File: config.mk
export PLATFORM = sky130hd
export DESIGN_NAME = masked_template_match
export DESIGN_NICKNAME = d
export VERILOG_FILES = /design/src/rtl/mtm_pkg.sv /design/src/rtl/masked_template_match.sv
export SDC_FILE = /design/constraint.sdc
export NUM_CORES = 1
export LEC_CHECK = 0
export BUFFER_PORTS_ARGS = -buffer_cell sky130_fd_sc_hd__buf_2
export CAP_MARGIN = 20
export CORE_ASPECT_RATIO = 0.75
export CORE_MARGIN = 4
export CORE_UTILIZATION = 36
export DETAILED_ROUTE_END_ITERATION = 12
export GPL_ROUTABILITY_DRIVEN = 0
export MAX_ROUTING_LAYER = met4
export PLACE_DENSITY_LB_ADDON = 0.08
export SLEW_MARGIN = 20
export SYNTH_ARGS = -nofsm -noshare
export SYNTH_HDL_FRONTEND = slang
export SYNTH_SLANG_ARGS = --single-unit
File: constraint.sdc
create_clock -name clk -period 11.2 [get_ports clk]
set_input_delay 2.24 -clock clk [delete_from_list [all_inputs] [get_ports clk]]
set_output_delay 2.24 -clock clk [all_outputs]
set_load 0.02 [all_outputs]
File: src/rtl/mtm_pkg.sv
// shared types, constants and pixel helper functions for the masked template match
package mtm_pkg;

    localparam int unsigned MAX_PIXELS = 1048576;
    localparam int          CNT_W      = $clog2(MAX_PIXELS + 1);
    localparam int          OUT_CNT_W  = 21;
    localparam int          RATIO_W    = 9;
    localparam int          PROD_W     = CNT_W + RATIO_W;
    localparam int          CFG_IDX_W  = 2;
    localparam int          CFG_DATA_W = 9;

    localparam logic [CFG_IDX_W-1:0] CFG_TOLERANCE      = 2'd0;
    localparam logic [CFG_IDX_W-1:0] CFG_SAT_THRESHOLD  = 2'd1;
    localparam logic [CFG_IDX_W-1:0] CFG_BRIGHT_THRESH  = 2'd2;
    localparam logic [CFG_IDX_W-1:0] CFG_MATCH_RATIO    = 2'd3;

    localparam logic [7:0]         TOLERANCE_RST   = 8'd16;
    localparam logic [7:0]         SAT_THRESH_RST  = 8'd60;
    localparam logic [7:0]         BRIGHT_RST      = 8'd200;
    localparam logic [RATIO_W-1:0] MATCH_RATIO_RST = 9'd230;

    typedef struct packed {
        logic [7:0] cur_red;
        logic [7:0] cur_green;
        logic [7:0] cur_blue;
        logic [7:0] ref_red;
        logic [7:0] ref_green;
        logic [7:0] ref_blue;
        logic       last_pixel;
    } pixel_pair_t;

    typedef struct packed {
        logic                 is_match;
        logic                 used_fallback;
        logic [OUT_CNT_W-1:0] foreground_pixels;
        logic [OUT_CNT_W-1:0] matched_pixels;
    } match_result_t;

    function automatic logic [7:0] max3(input logic [7:0] a, input logic [7:0] b,
                                        input logic [7:0] c);
        logic [7:0] m;
        m = (a > b) ? a : b;
        return (m > c) ? m : c;
    endfunction

    function automatic logic [7:0] min3(input logic [7:0] a, input logic [7:0] b,
                                        input logic [7:0] c);
        logic [7:0] m;
        m = (a < b) ? a : b;
        return (m < c) ? m : c;
    endfunction

    function automatic logic [7:0] absdiff(input logic [7:0] a, input logic [7:0] b);
        return (a > b) ? (a - b) : (b - a);
    endfunction

endpackage

File: src/rtl/masked_template_match.sv
// masked template match: per-pixel foreground/tolerance counting and frame-end ratio test
// result path: input register, stage-2 totals register, then the output register
// throughput: one pixel pair per clock; a stalled output holds back a frame's last pixel
// the input register, counter update and frame-end multiply/compare stage are split by registers
// reset: counters clear to zero, the all-within flag sets, registers take their defaults
// (tolerance 16, spread 60, brightness 200, ratio 230); no result is pending
module masked_template_match
    import mtm_pkg::*;
(
    input  logic                  clk,
    input  logic                  rst_n,
    input  logic                  cfg_write_en,
    input  logic [CFG_IDX_W-1:0]  cfg_index,
    input  logic [CFG_DATA_W-1:0] cfg_data,
    input  logic                  in_valid,
    output logic                  in_ready,
    input  pixel_pair_t           in_data,
    output logic                  out_valid,
    input  logic                  out_ready,
    output match_result_t         out_data
);

    localparam logic [CNT_W-1:0] MAX_CNT = CNT_W'(MAX_PIXELS);

    // configuration
    logic [7:0]         tolerance_reg;
    logic [7:0]         sat_thresh_reg;
    logic [7:0]         bright_thresh_reg;
    logic [RATIO_W-1:0] ratio_reg;

    // stage 1: input register
    logic        s1_valid_reg, s1_valid_next;
    pixel_pair_t s1_data_reg;

    // running frame state
    logic [CNT_W-1:0] fg_cnt_reg, fg_cnt_next;
    logic [CNT_W-1:0] match_cnt_reg, match_cnt_next;
    logic             all_within_reg, all_within_next;

    // stage 2: frame totals waiting for the decision
    logic             s2_valid_reg, s2_valid_next;
    logic [CNT_W-1:0] s2_fg_reg;
    logic [CNT_W-1:0] s2_match_reg;
    logic             s2_all_within_reg;

    // output register
    logic          out_valid_reg, out_valid_next;
    match_result_t out_data_reg;

    logic             in_fire, s1_go, s1_to_s2, s2_move, out_free, s2_free;
    logic [7:0]       hi, lo;
    logic             is_fg, in_tol;
    logic [CNT_W-1:0] fg_upd, match_upd;
    logic [PROD_W-1:0] lhs, rhs;
    match_result_t    result;

    // handshake chain
    always_comb
    begin
        out_free  = !out_valid_reg || out_ready;
        s2_move   = s2_valid_reg && out_free;
        s2_free   = !s2_valid_reg || out_free;
        s1_go     = s1_valid_reg && (!s1_data_reg.last_pixel || s2_free);
        s1_to_s2  = s1_go && s1_data_reg.last_pixel;
        in_ready  = !s1_valid_reg || s1_go;
        in_fire   = in_valid && in_ready;

        s1_valid_next  = in_fire ? 1'b1 : (s1_go ? 1'b0 : s1_valid_reg);
        s2_valid_next  = s1_to_s2 ? 1'b1 : (s2_move ? 1'b0 : s2_valid_reg);
        out_valid_next = s2_move ? 1'b1 : (out_ready ? 1'b0 : out_valid_reg);
    end

    // per-pixel classification and counter update
    always_comb
    begin
        hi = max3(s1_data_reg.ref_red, s1_data_reg.ref_green, s1_data_reg.ref_blue);
        lo = min3(s1_data_reg.ref_red, s1_data_reg.ref_green, s1_data_reg.ref_blue);
        is_fg  = ((hi - lo) >= sat_thresh_reg) || (hi >= bright_thresh_reg);
        in_tol = (absdiff(s1_data_reg.cur_red,   s1_data_reg.ref_red)   <= tolerance_reg) &&
                 (absdiff(s1_data_reg.cur_green, s1_data_reg.ref_green) <= tolerance_reg) &&
                 (absdiff(s1_data_reg.cur_blue,  s1_data_reg.ref_blue)  <= tolerance_reg);

        fg_upd    = fg_cnt_reg;
        match_upd = match_cnt_reg;
        if (is_fg)
        begin
            fg_upd = (fg_cnt_reg < MAX_CNT) ? (fg_cnt_reg + 1'b1) : MAX_CNT;
            if (in_tol)
                match_upd = (match_cnt_reg < MAX_CNT) ? (match_cnt_reg + 1'b1) : MAX_CNT;
        end

        fg_cnt_next     = fg_cnt_reg;
        match_cnt_next  = match_cnt_reg;
        all_within_next = all_within_reg;
        if (s1_go)
        begin
            if (s1_data_reg.last_pixel)
            begin
                // frame closes: totals move to stage 2, counters restart
                fg_cnt_next     = '0;
                match_cnt_next  = '0;
                all_within_next = 1'b1;
            end
            else
            begin
                fg_cnt_next     = fg_upd;
                match_cnt_next  = match_upd;
                all_within_next = all_within_reg && in_tol;
            end
        end
    end

    // frame-end decision: matched * 256 >= ratio * foreground; with no foreground the all-within flag decides
    always_comb
    begin
        lhs = PROD_W'({s2_match_reg, 8'd0});
        rhs = PROD_W'(ratio_reg) * PROD_W'(s2_fg_reg);
        result.used_fallback     = (s2_fg_reg == '0);
        result.is_match          = result.used_fallback ? s2_all_within_reg : (lhs >= rhs);
        result.foreground_pixels = OUT_CNT_W'(s2_fg_reg);
        result.matched_pixels    = OUT_CNT_W'(s2_match_reg);
    end

    always_ff @(posedge clk or negedge rst_n)
    begin
        if (!rst_n)
        begin
            tolerance_reg     <= TOLERANCE_RST;
            sat_thresh_reg    <= SAT_THRESH_RST;
            bright_thresh_reg <= BRIGHT_RST;
            ratio_reg         <= MATCH_RATIO_RST;
        end
        else if (cfg_write_en)
        begin
            case (cfg_index)
                CFG_TOLERANCE:     tolerance_reg     <= cfg_data[7:0];
                CFG_SAT_THRESHOLD: sat_thresh_reg    <= cfg_data[7:0];
                CFG_BRIGHT_THRESH: bright_thresh_reg <= cfg_data[7:0];
                CFG_MATCH_RATIO:   ratio_reg         <= cfg_data[RATIO_W-1:0];
                default:           ;
            endcase
        end
    end

    always_ff @(posedge clk or negedge rst_n)
    begin
        if (!rst_n)
        begin
            s1_valid_reg   <= 1'b0;
            s2_valid_reg   <= 1'b0;
            out_valid_reg  <= 1'b0;
            fg_cnt_reg     <= '0;
            match_cnt_reg  <= '0;
            all_within_reg <= 1'b1;
        end
        else
        begin
            s1_valid_reg   <= s1_valid_next;
            s2_valid_reg   <= s2_valid_next;
            out_valid_reg  <= out_valid_next;
            fg_cnt_reg     <= fg_cnt_next;
            match_cnt_reg  <= match_cnt_next;
            all_within_reg <= all_within_next;
        end
    end

    always_ff @(posedge clk)
    begin
        if (in_fire)
            s1_data_reg <= in_data;
        if (s1_to_s2)
        begin
            s2_fg_reg         <= fg_upd;
            s2_match_reg      <= match_upd;
            s2_all_within_reg <= all_within_reg && in_tol;
        end
        if (s2_move)
            out_data_reg <= result;
    end

    assign out_valid = out_valid_reg;
    assign out_data  = out_data_reg;

endmodule

==> impl_metrics.yaml, run 1 <==
synth:
  syn_inst: 1961
  synth_top_area_share_pct: 21.3
  synth_xor_area_share_pct: 2.79
  synth_compound_area_share_pct: 13.3
  muxShareOfSynthArea_pct: 3.20
  post-synth-top-count-cell: "inv_1"
  ys_types: 85
  yosysTopAreaCell: "edfxtp_1"
  synth-edff-count: 136
  synth_simple_gate_area_share_pct: 15.1
  ys_async_sr_fraction_pct: 36.7
  postSynthAreaPerCell_um2: 9.76
  ys_ff_latch: 215
  ys.warnings.count: 0
  syn_nets: 2355
  synth-main-ff-cell: "edfxtp_1"
  ys_top_cells_by_count: "inv_1 (253), nand2_1 (214), ha_1 (188)"
  syn-cell-area_mm2: 0.0191
  synth_seq_area_share_pct: 31.8
  synthTopCellsByArea: "edfxtp_1 (21%), fa_1 (15%), ha_1 (12%), dfrtp_1 (8.5%), inv_1 (5.0%)"
  synth-adder-area-share_pct: 27.0
  synth_top_family_by_area: "adder cells"
power_and_ir_drop:
  p_total_mw: 6.27
  p_seq_share_pct: 17.4
  leakage_nw: 9.51
  clock_power_share_pct: 14.1
  peakVddDrop_mv: 0.234
  power_frac_comb_pct: 68.4
  p_sw_mw: 2.99
  swShare_pct: 47.7
  p_int_mw: 3.28
  powerDensity_mw_per_mm2: 295
setup_path:
  end_kind: "flip-flop"
  start_kind: "flip-flop"
  crit_path_max_fanout: 23
  cp_data_required_time_ps: 11470
  cp_slowest_cell: "a311o_1"
  critPathMostFrequentCell: "ha_1"
  critPathKind: "reg2reg"
  critPathArrivalTime_ps: 8880
  critPathMaxStageDelay_ps: 890
sta:
  timing.final.crit_share_pct: 76.9
  hold_violations: 0
  hold_slack_ps: 507
  slew_headroom_pct: 31.5
  rsz0062_at_grt: "false"
  setup_viol: 0
  fin_ws_ps: 2590
  skew_ps: 30.7
  tightestPinTransition_ps: 1030
  min_period_ps: 8610
  maxClockFrequency_mhz: 116
  tns_ps: 0
  drv_slew: 0
final_layout:
  fin_area_mm2: 0.0212
  layout-drive-gt1-share_pct: 11.8
  layout.cells.non_filler: 2755
  finalNetCount: 2425
  nFillCells: 5201
  area_delta_synth_final_pct: 11.0
  utilization_pct: 40.8
  largest_register_ffs: 49
placement:
  port_buffers: 110
  pre_cts_ws_ps: 2650
  place_hpwl_um: 42000
  place_area_mm2: 0.0203
  dp.cells: 2706
clocking:
  cts_resized: 0
  clock-sinks: 215
  worstSkewPairLatency_ps: 570
  cts_buffer_depth: 3
  htreeDepth: 1
  cts_tree: "done"
  cts.reportedPaths.clkPinSlew_ps: 70
  hold_buffers: 0
  cts-root-buf: "clkbuf_16"
  post-cts-setup-buffers: 0
  cts_made_buffers: 26
global_route:
  grt_pass1_vias: 14300
  grt_antenna_before_repair: 6
  grt_overflow_total: 0
  grt_use_total_pct: 20.2
  grt_pass1_wl_um: 87500
  grt_max_degree: 50
routing:
  vias: 14400
  vias_per_cell: 5.22
  drt_iter0_drc: 1060
  ant_nets: 0
  drc: 0
  wl_per_cell_um: 20.2
  finalWirelength_um: 55600
  dr.pass1.iters: 5
flow_run:
  drv_cap: 0
floorplanning:
  die_w_um: 274
  dieArea_mm2: 0.0569
  num_io_pins: 111
  fp.coreArea_mm2: 0.0521
  fp-row-count: 72
  initial_core_util_pct: 36.8
  die_y_um: 208
min_path:
  hp-class: "reg2reg"
outcome:
  status: "finished, final reports clean"
-- worst paths after layout --
kind	startpoint	to	slack, ps	depth (start not counted)
hold reg to reg	s2_match_reg[20]	out_data[20]	510	0
max in group asynchronous	rst_n	ratio_reg[4]	8480	2
min in group asynchronous	rst_n	match_cnt_reg[7]	1630	1
setup / recovery	s1_data_reg[10]	s2_fg_reg[7]	2590	31
setup reg to reg	s1_data_reg[10]	s2_fg_reg[7]	2590	31
hold / removal	s2_match_reg[20]	out_data[20]	510	0
-- logic make-up after synthesis --
kind of cell,Yosys count
flip-flops,215
adder cells (fa/ha/maj),329
buffers and inverters,336
AND/OR/NAND/NOR,579
XOR/XNOR,61
multiplexers,57
AO/OA/AOI/OAI,384
-- worst max-delay path, delay by kind of cell, from the launching register on --
kind | cells | cell delay (ps)
xor+xnor | 1 | 90
compound gates | 13 | 4180
simple gates | 10 | 1960
fa+ha+maj | 4 | 1210
buf+inv | 3 | 350
flops | 1 | 470
-- power groups by stage --
| stage | Clock, mW | Combinational (mW) | Sequential (mW) |
|---|---|---|---|
| after floorplan | 0 | 3.31 | 1.02 |
| after global placement | 0 | 4.27 | 1.11 |
| after detailed placement | 0 | 4.27 | 1.11 |
| after CTS | 0.916 | 4.33 | 1.09 |
| after global routing | 0.949 | 4.97 | 1.11 |
| final | 0.885 | 4.29 | 1.09 |
-- cells in the final DEF (no fill, tap or decap), types with 7 or more instances in the layout --
cell         n
inv_1      253
nand2_1    214
ha_1       188
fa_1       141
edfxtp_1   136
and2_1     115
buf_2      109
o21ai_0    106
a21oi_1     76
nor2_1      72
dfrtp_1     65
nand3_1     34
xnor2_1     34
mux2_2      34
nand4_1     33
a21o_1      30
xor2_1      27
clkbuf_16   26
mux2i_1     23
nor2b_1     21
nor3_1      21
a31oi_1     18
and3_1      17
buf_4       16
o21a_1      14
o21ai_1     14
nand2b_1    14
dfstp_2     14
nor4_1      12
a211oi_1    11
o31a_1      11
o211ai_1    10
a22o_1      10
a21boi_0     7
-- area by class of cell --
cell class              count  area (um2)  area share (%)
repair buffers            125         666            3.13
clock inverters            13         185           0.872
well taps                 703         880            4.14
diodes                      1        2.50          0.0118
clock buffers              35         708            3.34
inverters                 253         950            4.47
multi-input cells        1410       11800            55.4
flip-flops and latches    215        6080            28.6
-- metal layers --
metal	track usage, %	up-vias	part of all wire (%)
met2	26.7	302	40
met3	2.75	41	5.8
met5	-	-	0
li1	-	6861	-
met4	2.87	0	1.3
met1	32.8	7184	53
Note: power is estimated with default switching activity, not from simulation.
==> inputs of run 2 (changes only) <==
- ABC_AREA: unset -> 1
- clock period: 11.2 -> 7.6 ns (I/O delays scaled with it)
==> impl_metrics.yaml, run 2 <==
synth:
  post-synth-top-count-cell: "nand2_1"
  synth_seq_area_share_pct: 31.5
  synth-edff-count: 136
  synthTopCellsByArea: "edfxtp_1 (21%), fa_1 (15%), ha_1 (12%), nand2_1 (12%), inv_1 (8.6%)"
  postSynthAreaPerCell_um2: 8.40
  synth-main-ff-cell: "edfxtp_1"
  yosysTopAreaCell: "edfxtp_1"
  ys_ff_latch: 215
  ys_async_sr_fraction_pct: 36.7
  ys.warnings.count: 0
  synth_top_area_share_pct: 21.2
  ys_top_cells_by_count: "nand2_1 (604), inv_1 (442), ha_1 (188)"
  syn_nets: 2691
  syn-cell-area_mm2: 0.0193
  syn_inst: 2297
  ys_types: 61
setup_path:
  critPathArrivalTime_ps: 7420
  critPathMaxStageDelay_ps: 550
  critPathMostFrequentCell: "nand2_1"
  cp_data_required_time_ps: 8080
  cp_slowest_cell: "edfxtp_1"
  end_kind: "flip-flop"
  start_kind: "flip-flop"
  crit_path_max_fanout: 26
  critPathKind: "reg2reg"
final_layout:
  final_cell_mix: "nand2_1 (604), inv_1 (441), ha_1 (188)"
  largest_register_ffs: 49
  layout.cells.non_filler: 3111
  seq_area_mm2: 0.00608
  multi_input_area_mm2: 0.0112
  nFillCells: 5416
  fin_area_mm2: 0.0214
  finalNetCount: 2773
  layout_commonest_cell: "nand2_1"
  utilization_pct: 40.4
  layout-drive-gt1-share_pct: 10.5
  area_delta_synth_final_pct: 11.1
global_route:
  grt_antenna_before_repair: 3
  grt_pass1_wl_um: 89100
  grt_max_degree: 56
  grt_pass1_vias: 15100
  grt_use_total_pct: 20.6
  grt_overflow_total: 0
placement:
  place_hpwl_um: 44900
  place_area_mm2: 0.0206
  port_buffers: 110
  dp.cells: 3065
sta:
  rsz0062_at_grt: "false"
  setup_viol: 0
  min_period_ps: 6940
  slew_headroom_pct: 29.4
  tns_ps: 0
  skew_ps: 39.2
  timing.final.crit_share_pct: 91.3
  drv_slew: 0
  maxClockFrequency_mhz: 144
  tightestPinTransition_ps: 1060
  hold_violations: 0
power_and_ir_drop:
  powerDensity_mw_per_mm2: 337
  p_int_mw: 3.69
  p_sw_mw: 3.53
  swShare_pct: 48.9
  clock_power_share_pct: 16.8
  p_seq_share_pct: 21.0
  power_frac_comb_pct: 62.3
  leakage_nw: 10.8
  p_total_mw: 7.22
  peakVddDrop_mv: 0.196
floorplanning:
  fp.coreArea_mm2: 0.0530
  initial_core_util_pct: 36.4
  die_y_um: 208
  dieArea_mm2: 0.0574
  num_io_pins: 111
  fp-row-count: 73
  die_w_um: 275
routing:
  vias_per_cell: 4.90
  dr.pass1.iters: 6
  drc: 0
  drt_iter0_drc: 1145
  finalWirelength_um: 56900
  wl_per_cell_um: 18.3
  vias: 15200
  ant_nets: 0
clocking:
  cts_tree: "done"
  worstSkewPairLatency_ps: 570
  post-cts-setup-buffers: 0
  clock-sinks: 215
  cts_buffer_depth: 3
  cts_resized: 0
  htreeDepth: 1
  cts-root-buf: "clkbuf_16"
  hold_buffers: 0
  cts_made_buffers: 24
  cts.reportedPaths.clkPinSlew_ps: 60
flow_run:
  drv_cap: 0
min_path:
  hp-class: "reg2reg"
outcome:
  status: "finished, final reports clean"
[run 2: changes by cell type after synthesis, sizes merged, moves of 14 or more]
cell / delta
nand2: +396
inv: +204
and2: -112
o21ai: +38
a21oi: +37
a21o: -27
mux2: -26
nand3: +23
mux2i: -22
nor2b: -22
xor2: +21
and3: -17
a31oi: -14
nand2b: -14
[run 2: worst paths after layout]
path	depth (start not counted)	endpoint	startpoint	slack (ps)
max	39	fg_cnt_reg[5]	s1_data_reg[15]	660
min	2	sat_thresh_reg[2]	sat_thresh_reg[2]	490
max reg2reg	39	fg_cnt_reg[5]	s1_data_reg[15]	660
min reg2reg	2	sat_thresh_reg[2]	sat_thresh_reg[2]	490
max in group asynchronous	2	ratio_reg[4]	rst_n	5560
min in group asynchronous	1	match_cnt_reg[6]	rst_n	880
[run 2: metal layers]
metal / vias up / share of wire, % / global-route usage, %
met5: - / 0 / -
met4: 0 / 1.6 / 3.30
met3: 44 / 5.4 / 3.09
met2: 342 / 41 / 28.8
met1: 7415 / 52 / 31.9
li1: 7448 / - / -
[run 2: through the flow]
step | setup slack, ps | hold slack (ps)
4_1_cts | 794 | 489
3_3_place_gp | 986 | 468
5_1_grt | 41.5 | 511
6_report | 661 | 489
3_5_place_dp | 793 | 474
2_1_floorplan | 1960 | 424
[run 2: layout make-up]
class | count | share of cell area (%)
clock buffers | 33 | 3.45
inverters | 458 | 8.02
repair buffers | 133 | 3.39
clock inverters | 11 | 0.426
well taps | 712 | 4.16
flip-flops and latches | 215 | 28.4
diodes | 2 | 0.0234
multi-input cells | 1547 | 52.2
[run 2: logic make-up (layout without fill, tap and decap cells)]
family / after synthesis / count (layout) / share of synthesized area (%)
XOR/XNOR: 73 / 73 / 3.31
buffers and inverters: 535 / 635 / 10.7
AND/OR/NAND/NOR: 814 / 814 / 17.6
other: 0 / 2 / 0
multiplexers: 9 / 9 / 0.538
adder cells (fa/ha/maj): 329 / 329 / 26.8
AO/OA/AOI/OAI: 322 / 322 / 9.49
flip-flops: 215 / 215 / 31.5
[run 2: power groups by stage]
stage / Clock, mW / Sequential [mW] / Combinational (mW)
after detailed placement: 0 / 1.54 / 4.45
after CTS: 1.26 / 1.51 / 4.49
after global placement: 0 / 1.54 / 4.41
final: 1.21 / 1.51 / 4.49
after floorplan: 0 / 1.45 / 3.24
after global routing: 1.30 / 1.52 / 5.13
[run 2: critical path: cells and delay by family (launching register included)]
kind / cells / cell delay (ps)
buffers and inverters: 7 / 1030
AND/OR/NAND/NOR: 19 / 2320
adder cells (fa/ha/maj): 4 / 1240
flip-flops: 1 / 550
AO/OA/AOI/OAI: 9 / 1680
==> inputs of run 3 (changes only) <==
- clock period: 7.6 -> 5.9 ns (I/O delays scaled with it)
==> impl_metrics.yaml, run 3 (synthesis gave the netlist of run 2 again) <==
final_layout:
  finalNetCount: 2976
  layout_commonest_cell: "nand2_1"
  largest_register_ffs: 49
  layout-drive-gt1-share_pct: 23.0
  fin_area_mm2: 0.0240
  layout.cells.non_filler: 3317
  area_delta_synth_final_pct: 24.4
  nFillCells: 5252
  final_cell_mix: "nand2_1 (573), inv_1 (432), buf_4 (193)"
routing:
  drt_iter0_drc: 1081
  ant_nets: 0
  finalWirelength_um: 59700
  vias_per_cell: 4.87
  dr.pass1.iters: 5
  drc: 0
  vias: 16200
  wl_per_cell_um: 18.0
global_route:
  grt_pass1_wl_um: 92300
  grt_use_total_pct: 21.2
  use_met2_pct: 29.7
  grt_max_degree: 50
  top_usage_layer: "met1"
  grt_antenna_before_repair: 5
  grt_overflow_total: 0
  use_met1_pct: 32.7
  grt_pass1_vias: 15900
  met3_usage_pct: 2.76
placement:
  port_buffers: 110
  place_area_mm2: 0.0217
  place_hpwl_um: 47200
  dp.cells: 3205
power_and_ir_drop:
  p_total_mw: 11.1
  powerDensity_mw_per_mm2: 464
  leakage_nw: 11.9
  peakVddDrop_mv: 0.313
min_path:
  min_path_cells: 2
  whs_endpoint: "tolerance_reg[7]"
  holdCritStartpoint: "tolerance_reg[7]"
  hp-class: "reg2reg"
setup_path:
  timing.rr.start: "ratio_reg[2]"
  critPathArrivalTime_ps: 6050
  rrSetupSlack_ps: 180
  reg2reg_depth: 24
  critPathKind: "reg2reg"
  crit_path_max_fanout: 4
  worstReg2RegEnd: "out_data[43]"
  end_kind: "flip-flop"
  cp_data_required_time_ps: 6230
  start_kind: "flip-flop"
sta:
  maxClockFrequency_mhz: 175
  timing.final.crit_share_pct: 97.0
  tightestPinTransition_ps: 832
  min_period_ps: 5720
  rsz0062_at_grt: "true"
  hold_violations: 0
  slew_headroom_pct: 44.5
  skew_ps: 14.3
  setup_viol: 0
  drv_slew: 0
floorplanning:
  initial_core_util_pct: 36.4
  die_w_um: 275
  dieArea_mm2: 0.0574
  num_io_pins: 111
  fp.coreArea_mm2: 0.0530
  die_y_um: 208
  fp-row-count: 73
clocking:
  cts_buffer_depth: 3
  cts_tree: "done"
  cts_made_buffers: 26
  htreeDepth: 1
  cts.reportedPaths.clkPinSlew_ps: 70
  cts-root-buf: "clkbuf_16"
  worstSkewPairLatency_ps: 560
  clock-sinks: 215
flow_run:
  drv_cap: 0
outcome:
  status: "finished, final reports clean"
[run 3: cell count changes in the layout (fill, tap and decap cells not counted), moves of 9 or more]
cell / before / now
nand2_1: 604 / 573
ha_4: 0 / 22
inv_1: 441 / 432
o21ai_2: 5 / 26
ha_1: 188 / 161
buf_4: 24 / 193
buf_6: 0 / 22
a21oi_1: 112 / 88
o21ai_0: 98 / 74
nand2_2: 6 / 32
a21oi_2: 1 / 22
[run 3: metrics by stage]
step	utilization [%]	hold slack, ps	setup slack [ps]	TNS [ps]
6_report	45.3	486	179	0
5_1_grt	45.3	506	-87.3	-942
4_1_cts	42.9	488	1.72	0
3_5_place_dp	40.9	473	-164	-2210
3_3_place_gp	40.9	470	-99.3	-99.3
2_1_floorplan	-	424	261	0
[run 3: where the power goes]
group | total (mW) | internal (mW) | leakage (nW) | switching, mW
Combinational | 7.58 | 3.32 | 9.22 | 4.26
Clock | 1.71 | 1.03 | 0.430 | 0.676
Sequential | 1.86 | 1.76 | 2.30 | 0.0987
Total | 11.1 | 6.10 | 11.9 | 5.03
[run 3: how the worst max path moves through the flow]
stage,startpoint,to,slack [ps]
6_report,ratio_reg[2],out_data[43],180
4_1_cts,ratio_reg[2],out_data[43],2
5_1_grt,s1_data_reg[22],fg_cnt_reg[9],-90
3_3_place_gp,s2_fg_reg[9],out_data[43],-100
2_1_floorplan,ratio_reg[7],out_data[43],260
3_5_place_dp,s1_data_reg[16],fg_cnt_reg[9],-160
[run 3: area by class of cell]
cell class	instances	area, um2	area share [%]
Timing Repair Buffer	334	2400	10.0
Antenna cell	3	7.51	0.0313
Sequential cell	215	6080	25.3
Tap cell	712	891	3.71
Inverter	458	1720	7.18
Clock buffer	39	772	3.22
Clock inverter	9	123	0.511
Multi-Input combinational cell	1547	12000	50.0
[run 3: routing by layer]
metal	part of all wire (%)	up-vias
met5	0	-
met4	2.0	0
li1	-	7864
met3	4.3	66
met2	42	329
met1	51	7893
[run 3: what timing repair did]
item                       4_1_cts  5_1_grt
hold buffers                     0        0
setup endpoints to repair       60       85
gates cloned                     1        3
resized for setup               24      198
pin swaps                       10      102
setup buffers                    5       52
[run 3: critical path: stages, from the launching register on]
cell and delay (ps):
dfstp_2 620, buf_4 140, buf_2 140, nand2_1 90, fa_1 520, inv_1 60, fa_1 480, fa_1 600
fa_1 430, ha_1 360, buf_4 140, nand4_1 100, nor3_1 210, a21oi_2 150, o31ai_2 230, xor2_1 250
ha_1 290, nand2_1 70, inv_1 50, a221oi_1 250, nand2_1 80, nand2_1 70, nand2_1 50, nand3_1 60
nand2_1 60
